<file path="src/design/fcma_pkg.sv">
// Package for the four-channel moving average unit.
// Shared widths, constants and the control struct; no dependencies.
package fcma_pkg;

  localparam int NCH      = 4;            // ranging channels per item
  localparam int DIST_W   = 16;           // distance width, mm
  localparam int OFS_W    = 11;           // calibration offset width, signed
  localparam int SAMPLE_W = NCH * DIST_W; // one tap of the delay line
  localparam int IDX_W    = 2;            // config register index width
  localparam int RES_W    = DIST_W + 2;   // signed width after offset subtract

  localparam logic [3:0] NODES_REQ = 4'd4; // only frames with this node count count

  // control from the top level to each channel lane
  typedef struct packed {
    logic upd;     // good item accepted: update running sum
    logic full;    // window already full before this item
    logic s1_adv;  // stage 1 loads
    logic s2_adv;  // stage 2 loads
    logic out_adv; // output register loads
    logic s2_avg;  // item in stage 2 takes the mean
  } ctl_t;

endpackage

</file>
<file path="src/design/fcma_cell.sv">
// One tap of the sample delay line: holds four distances, passes them on.
// Depends on fcma_pkg.
module fcma_cell import fcma_pkg::*; (
  input  logic                clk,
  input  logic                en,
  input  logic [SAMPLE_W-1:0] d,
  output logic [SAMPLE_W-1:0] q
);

  logic [SAMPLE_W-1:0] q_r;

  always_ff @(posedge clk) begin
    if (en) begin
      q_r <= d;
    end
  end

  assign q = q_r;

endmodule

</file>
<file path="src/design/fcma_lane.sv">
// Per-channel arithmetic: running sum, reciprocal-multiply mean, offset
// subtract and saturation. Depends on fcma_pkg.
module fcma_lane import fcma_pkg::*; #(
  parameter int WINDOW = 8
) (
  input  logic                    clk,
  input  logic                    rst_n,
  input  ctl_t                    ctl,
  input  logic [DIST_W-1:0]       d_in,
  input  logic [DIST_W-1:0]       oldest,
  input  logic signed [OFS_W-1:0] ofs,
  output logic [DIST_W-1:0]       avg
);

  localparam int LOG_W  = $clog2(WINDOW);
  localparam int SUM_W  = DIST_W + LOG_W;
  localparam int SHIFT  = SUM_W + LOG_W;
  localparam int MUL_W  = SUM_W + 2;
  localparam int PROD_W = SUM_W + MUL_W;
  // floor(2^SHIFT / WINDOW) + 1: exact quotient for any SUM_W-bit sum
  localparam longint unsigned MUL_FULL = (64'd1 << SHIFT) / WINDOW + 64'd1;
  localparam logic [MUL_W-1:0] MUL = MUL_W'(MUL_FULL);

  logic [SUM_W-1:0]  sum_r, sum_nxt;
  logic [DIST_W-1:0] d1_r, d2_r;
  logic [PROD_W-1:0] prod_r;
  logic [DIST_W-1:0] avg_r, avg_nxt;
  logic [DIST_W-1:0] v;
  logic signed [RES_W-1:0] diff;

  always_comb begin
    sum_nxt = sum_r - (ctl.full ? SUM_W'(oldest) : SUM_W'(0)) + SUM_W'(d_in);
  end

  always_ff @(posedge clk) begin
    if (!rst_n) begin
      sum_r <= '0;
    end else if (ctl.upd) begin
      sum_r <= sum_nxt;
    end
  end

  always_ff @(posedge clk) begin
    if (ctl.s1_adv) begin
      d1_r <= d_in;
    end
    if (ctl.s2_adv) begin
      d2_r   <= d1_r;
      prod_r <= PROD_W'(sum_r) * PROD_W'(MUL);
    end
    if (ctl.out_adv) begin
      avg_r <= avg_nxt;
    end
  end

  // select, subtract offset, clamp to 0..65535
  always_comb begin
    v    = ctl.s2_avg ? prod_r[SHIFT +: DIST_W] : d2_r;
    diff = $signed({2'b00, v}) - RES_W'(ofs);
    if (diff[RES_W-1]) begin
      avg_nxt = '0;
    end else if (diff[RES_W-2:DIST_W] != '0) begin
      avg_nxt = '1;
    end else begin
      avg_nxt = diff[DIST_W-1:0];
    end
  end

  assign avg = avg_r;

endmodule

</file>
<file path="src/design/four_channel_moving_average_unit.sv">
// Four-channel moving average unit: top level.
// Depends on fcma_pkg, fcma_cell and fcma_lane.
//
// Filters ranging frames of four distances (mm). Frames whose node count is
// not 4 are accepted and dropped without a result. The first WINDOW-1 good
// frames pass their distances through (out_averaged = 0); from the WINDOW-th
// on, each channel gives the truncated mean of its last WINDOW samples
// (out_averaged = 1). The per-channel offset (cfg registers 0..3, signed
// 11 bit) is subtracted and the result is clamped to 0..65535.
// The last WINDOW samples sit in a row of WINDOW cells that shift by one on
// every good item; the cell at the far end supplies the sample leaving the
// running sum. Throughput is one item per cycle while out_stall is low, set
// by the running-sum update. There are three register stages: the sum update,
// then the reciprocal multiply, then the offset/saturate output register,
// which drives out_valid. Stalls propagate back through the three stages,
// and bubbles are squeezed out. Reset has no clearing pass: the cells need
// none since the fill count keeps unwritten taps out of the sum.
// Configuration writes are always ready and must only happen while idle.
module four_channel_moving_average_unit import fcma_pkg::*; #(
  parameter int WINDOW = 8
) (
  input  logic                    clk,
  input  logic                    rst_n,
  // input items
  input  logic                    in_valid,
  output logic                    in_stall,
  input  logic [3:0]              in_node_count,
  input  logic [DIST_W-1:0]       in_dist0,
  input  logic [DIST_W-1:0]       in_dist1,
  input  logic [DIST_W-1:0]       in_dist2,
  input  logic [DIST_W-1:0]       in_dist3,
  // result items
  output logic                    out_valid,
  input  logic                    out_stall,
  output logic [DIST_W-1:0]       out_avg0,
  output logic [DIST_W-1:0]       out_avg1,
  output logic [DIST_W-1:0]       out_avg2,
  output logic [DIST_W-1:0]       out_avg3,
  output logic                    out_averaged,
  // configuration writes
  input  logic                    cfg_valid,
  output logic                    cfg_ready,
  input  logic [IDX_W-1:0]        cfg_index,
  input  logic signed [OFS_W-1:0] cfg_data
);

  localparam int FILL_W = $clog2(WINDOW + 1);

  logic [FILL_W-1:0] fill_r, fill_nxt;
  logic s1_v_r, s2_v_r, out_valid_r;
  logic s1_avg_r, s2_avg_r, out_avg_r;
  logic signed [OFS_W-1:0] ofs_r [NCH];

  logic [SAMPLE_W-1:0] tap [WINDOW+1];
  logic [DIST_W-1:0]   dist_ch [NCH];
  logic [DIST_W-1:0]   lane_avg [NCH];

  logic good, full, item_avg;
  logic out_adv, s2_adv, s1_adv;
  ctl_t ctl;

  // pipeline advance: each stage moves when it is empty or the one after it frees up
  assign out_adv  = !out_valid_r || !out_stall;
  assign s2_adv   = !s2_v_r || out_adv;
  assign s1_adv   = !s1_v_r || s2_adv;
  assign in_stall = !s1_adv;

  assign good     = in_valid && s1_adv && (in_node_count == NODES_REQ);
  assign full     = (fill_r == FILL_W'(WINDOW));
  assign item_avg = full || (fill_r == FILL_W'(WINDOW - 1));
  assign fill_nxt = (good && !full) ? fill_r + FILL_W'(1) : fill_r;

  always_comb begin
    ctl.upd     = good;
    ctl.full    = full;
    ctl.s1_adv  = s1_adv;
    ctl.s2_adv  = s2_adv;
    ctl.out_adv = out_adv;
    ctl.s2_avg  = s2_avg_r;
  end

  always_ff @(posedge clk) begin
    if (!rst_n) begin
      fill_r      <= '0;
      s1_v_r      <= 1'b0;
      s2_v_r      <= 1'b0;
      out_valid_r <= 1'b0;
      s1_avg_r    <= 1'b0;
      s2_avg_r    <= 1'b0;
      out_avg_r   <= 1'b0;
    end else begin
      fill_r <= fill_nxt;
      if (s1_adv) begin
        s1_v_r   <= good;
        s1_avg_r <= item_avg;
      end
      if (s2_adv) begin
        s2_v_r   <= s1_v_r;
        s2_avg_r <= s1_avg_r;
      end
      if (out_adv) begin
        out_valid_r <= s2_v_r;
        out_avg_r   <= s2_avg_r;
      end
    end
  end

  // offset registers
  assign cfg_ready = 1'b1;

  always_ff @(posedge clk) begin
    if (!rst_n) begin
      for (int i = 0; i < NCH; i++) begin
        ofs_r[i] <= '0;
      end
    end else if (cfg_valid) begin
      ofs_r[cfg_index] <= cfg_data;
    end
  end

  // sample delay line: tap[0] is the incoming item, tap[WINDOW] the oldest
  assign dist_ch[0] = in_dist0;
  assign dist_ch[1] = in_dist1;
  assign dist_ch[2] = in_dist2;
  assign dist_ch[3] = in_dist3;
  assign tap[0]     = {in_dist3, in_dist2, in_dist1, in_dist0};

  for (genvar i = 0; i < WINDOW; i++) begin : g_cell
    fcma_cell u_cell (
      .clk (clk),
      .en  (good),
      .d   (tap[i]),
      .q   (tap[i+1])
    );
  end

  for (genvar c = 0; c < NCH; c++) begin : g_lane
    fcma_lane #(.WINDOW(WINDOW)) u_lane (
      .clk    (clk),
      .rst_n  (rst_n),
      .ctl    (ctl),
      .d_in   (dist_ch[c]),
      .oldest (tap[WINDOW][c*DIST_W +: DIST_W]),
      .ofs    (ofs_r[c]),
      .avg    (lane_avg[c])
    );
  end

  assign out_valid    = out_valid_r;
  assign out_averaged = out_avg_r;
  assign out_avg0     = lane_avg[0];
  assign out_avg1     = lane_avg[1];
  assign out_avg2     = lane_avg[2];
  assign out_avg3     = lane_avg[3];

  // fill count saturates at the window length
  a_fill_max: assert property (@(posedge clk) disable iff (!rst_n)
    fill_r <= FILL_W'(WINDOW))
    else $error("fill count past window");

  // a new result only comes out of a valid stage 2
  a_out_src: assert property (@(posedge clk) disable iff (!rst_n)
    $rose(out_valid_r) |-> $past(s2_v_r))
    else $error("result without item in stage 2");

  // a mean is only given once the window has filled
  a_avg_full: assert property (@(posedge clk) disable iff (!rst_n)
    (out_valid_r && out_avg_r) |-> full)
    else $error("mean given before window full");

  // input stalls only when the whole pipe is occupied and blocked
  a_stall_full: assert property (@(posedge clk) disable iff (!rst_n)
    in_stall |-> (s1_v_r && s2_v_r && out_valid_r && out_stall))
    else $error("input stalled with room in pipe");

endmodule
</file>
<file path="config.mk">
export PLATFORM = sky130hd
export DESIGN_NAME = four_channel_moving_average_unit
export DESIGN_NICKNAME = d
export VERILOG_FILES = /design/src/design/fcma_pkg.sv /design/src/design/fcma_cell.sv /design/src/design/fcma_lane.sv /design/src/design/four_channel_moving_average_unit.sv
export SDC_FILE = /design/constraint.sdc
export NUM_CORES = 1
export LEC_CHECK = 0
export BUFFER_PORTS_ARGS = -buffer_cell sky130_fd_sc_hd__buf_2
export CORE_MARGIN = 1
export CORE_UTILIZATION = 35
export CTS_BUF_LIST = sky130_fd_sc_hd__clkbuf_4 sky130_fd_sc_hd__clkbuf_8
export CTS_CLUSTER_DIAMETER = 120
export DETAILED_ROUTE_END_ITERATION = 16
export HOLD_SLACK_MARGIN = 0.12
export SLEW_MARGIN = 20
export SYNTH_ARGS = -nofsm -noshare
export SYNTH_HDL_FRONTEND = slang
export SYNTH_SLANG_ARGS = --single-unit
export TNS_END_PERCENT = 30
</file>
<file path="constraint.sdc">
create_clock -name clk -period 58.6 [get_ports clk]
set_clock_uncertainty 0.1 [all_clocks]
set_input_delay 11.72 -clock clk [delete_from_list [all_inputs] [get_ports clk]]
set_output_delay 11.72 -clock clk [all_outputs]
set_load 0.03 [all_outputs]
</file>
==> run metrics <==
port buffer count=between 150 and 200; Reg2Reg Setup Slack=around 53 ns; via count=approximately 21000; Most used DFF post-synth=edfxtp_1; actual slew at the worst max-slew pin=around 1.1 ns; number of synthesized flops with an enable pin=812; area of the core=between 100000 and 150000 sq um; Max FO, Critical Path=29; max_cap viols=0; CTS buffer count=147; die area=around 110000 sq um; DP Wirelength=53900 um; WL final=approximately 79000 um; initial antenna violation count=11; Total Routing Usage GR=14.4%; YS warnings=0; first-pass GRT wire length=~120000 um; leak pwr=about 0.017 uW; Netlist cell types=a little under 80; Die X=~330 um; # fillers=between 10000 and 15000; Clock Power Share=around 38%; Hold Crit Start=g_cell[2].u_cell.q[32]; final setup fails=0; Post-synth ARST share=0%; worst r2r src=out_valid; Post-Synthesis Mean Instance Area=14.2 sq um; Post-route DRC=8; # IOs=~150; layout cells sized above 1=around 17%; FF+latch count, synth=~900; CP Data Required Time=46.78 ns; multi-input logic area=~11000 sq um; Hold Vio Cnt, Final=0; slowest stage delay, CP=0.38 ns; number of global-route vias before repair=about 21000; Initial Util=35.3%; Final TNS setup=0 ns; final-stage net count=roughly 3300; failing checks=DRC; worst skew pair latency=about 0.78 ns; htree depth=4; hold crit path type=reg -> reg; share of power burned in registers=50.0%; Worst setup SP type=primary input; Slowest-stage cell, CP=nand2_4; cts hold-fix bufs=0; Post-Syn Nets=between 2000 and 3000; Final period util=42.5%; Sw Ratio=25.5%; drt initial violations=around 1500; drt pass-1 iters=11; Rel. slew slack=a little over a quarter; RSZ-0062 raised after global routing=no; Max Slew Vio Count=0; utilization after layout=roughly 40%; CTS tree=yes; CP Class=in -> out; Die Ht=between 300 and 400 um; post-synthesis cell area=around 38000 sq um; Final min period=24.88 ns; # Post-CTS Setup Buffers=0; Max VDD drop=approximately 0.018 mV; register area=26100 sq um; clock sink count=approximately 900; antenna viol nets, final=0; Worst-path clk slew=about 0.060 ns; Seq/Total Area, Yosys=68.1%; crit path from=out_stall; cell breakdown of the critical path=buf_2 > and3_1 > nand2_4 > inv_1 > buf_2; Routability Congestion=~0.86; status=complete, but fails checks; area grow syn2layout=14.5%; crit end category=output pin; Arr. time, crit path=approximately 13 ns; pin count of the biggest net entering global routing=122; drt wl/cell=between 15 and 20 um; GRT Residual Overflow=0; Power Internal=approximately 1100 uW; Gate power share=around an eighth; Max Buffers Root-to-Sink=3; Synth Instances=~2700; Via density=between 4 and 5; Pwr Density=33.4 nW/um^2; root buffer cell=clkbuf_8; Sw Pwr=374 uW; Total Power=approximately 1500 uW; row count=~120; cell mode on critical path=buf_2; Fmax=0.0402 GHz; post-cts sizing count=0
-- cell usage after synthesis (23+ instances only) --
cell type,n,area share (%)
mux2_2,53,1.6
a21o_1,48,0.94
xor2_1,34,0.78
o21ai_1,38,0.50
nor2_1,90,0.88
and3_1,25,0.41
o21a_1,44,0.86
a21oi_1,153,2.0
xnor2_1,60,1.4
nand3_1,44,0.57
ha_1,146,4.8
o21ai_0,63,0.82
a31oi_1,23,0.38
inv_1,343,3.4
mux2i_1,25,0.65
fa_1,68,3.6
edfxtp_1,812,64
clkbuf_1,49,0.48
nor3_1,25,0.33
nand2_1,124,1.2
and2_1,100,1.6
dfxtp_1,86,4.5
-- cell usage in the layout, fill, tap and decap left out, drive strengths merged, types with 25 or more instances in the layout --
cell type	n
a21o	49
a21oi	165
and2	100
and3	25
buf	173
clkbuf	214
clkinv	36
dfxtp	86
edfxtp	812
fa	68
ha	146
inv	352
mux2	54
mux2i	25
nand2	124
nand3	44
nor2	90
nor3	26
o21a	44
o21ai	102
xnor2	62
xor2	34
-- layer usage --
metal	up-vias	GRT usage (%)	part of all wire, %
li1	10300	-	-
met1	10300	20.6	49
met2	456	21.4	44
met3	125	3.21	5.0
met4	4	5.00	2.3
met5	-	0	0.023
-- cell type report --
class / count / area share [%]
flip-flops and latches: 898 / 59.5
multi-input cells: 1392 / 24.4
clock buffers: 214 / 5.91
well taps: 1414 / 4.03
inverters: 344 / 2.97
repair buffers: 173 / 2.09
clock inverters: 58 / 1.07
diodes: 5 / 0.0285
-- critical path: cells and delay by family --
kind / cells / cell delay, ns
AND/OR/NAND/NOR: 2 / 0.73
buffers and inverters: 3 / 0.56
-- path summary, 6_finish.rpt --
check / endpoint / cells past startpoint
worst max register to register: g_lane[0].u_lane.sum_r[18] / 11
worst max-delay path: in_stall / 5
worst min-delay path: g_cell[3].u_cell.q[32] / 0
worst min register to register: g_cell[3].u_cell.q[32] / 0
-- power groups by stage --
stage	clock, uW	combinational (uW)	sequential [uW]
5_1_grt	606	193	735
6_report	558	175	734
3_5_place_dp	0	175	747
2_1_floorplan	0	101	769
3_3_place_gp	0	174	747
4_1_cts	580	176	734
-- sequential cells by signal (all words and copies together) (netlist names) --
name and count:
fill_r 4, s2_avg_r 1, s1_avg_r 1, out_valid 1, ofs_r 44, g_lane.u_lane.d1_r 64, s2_v_r 1, g_lane.u_lane.avg 64
out_averaged 1, g_cell.u_cell.q 512, g_lane.u_lane.sum_r 76, g_lane.u_lane.d2_r 64, s1_v_r 1, g_lane.u_lane.prod_r 64
-- stage by stage --
stage               hold slack [ns]  setup slack, ns  std cells  area [sq um]
global placement              0.300            33.70       4221         40800
floorplan                     0.300            29.15       2698         38300
CTS                           0.281            33.66       4493         43900
finish                        0.293            33.72       4498         43900
detailed placement            0.305            33.67       4221         40800
global route                  0.291            33.62       4495         43900
-- cell families after synthesis --
kind of cell    after synthesis  synth area share (%)
flops                       898                  68.1
compound gates              491                  8.17
xor+xnor                     96                  2.23
other cells                   1               0.00979
simple gates                511                  6.86
mux                          79                  2.24
buf+inv                     408                  4.05
fa+ha+maj                   214                  8.32
Power figures use the tool's default switching activity.
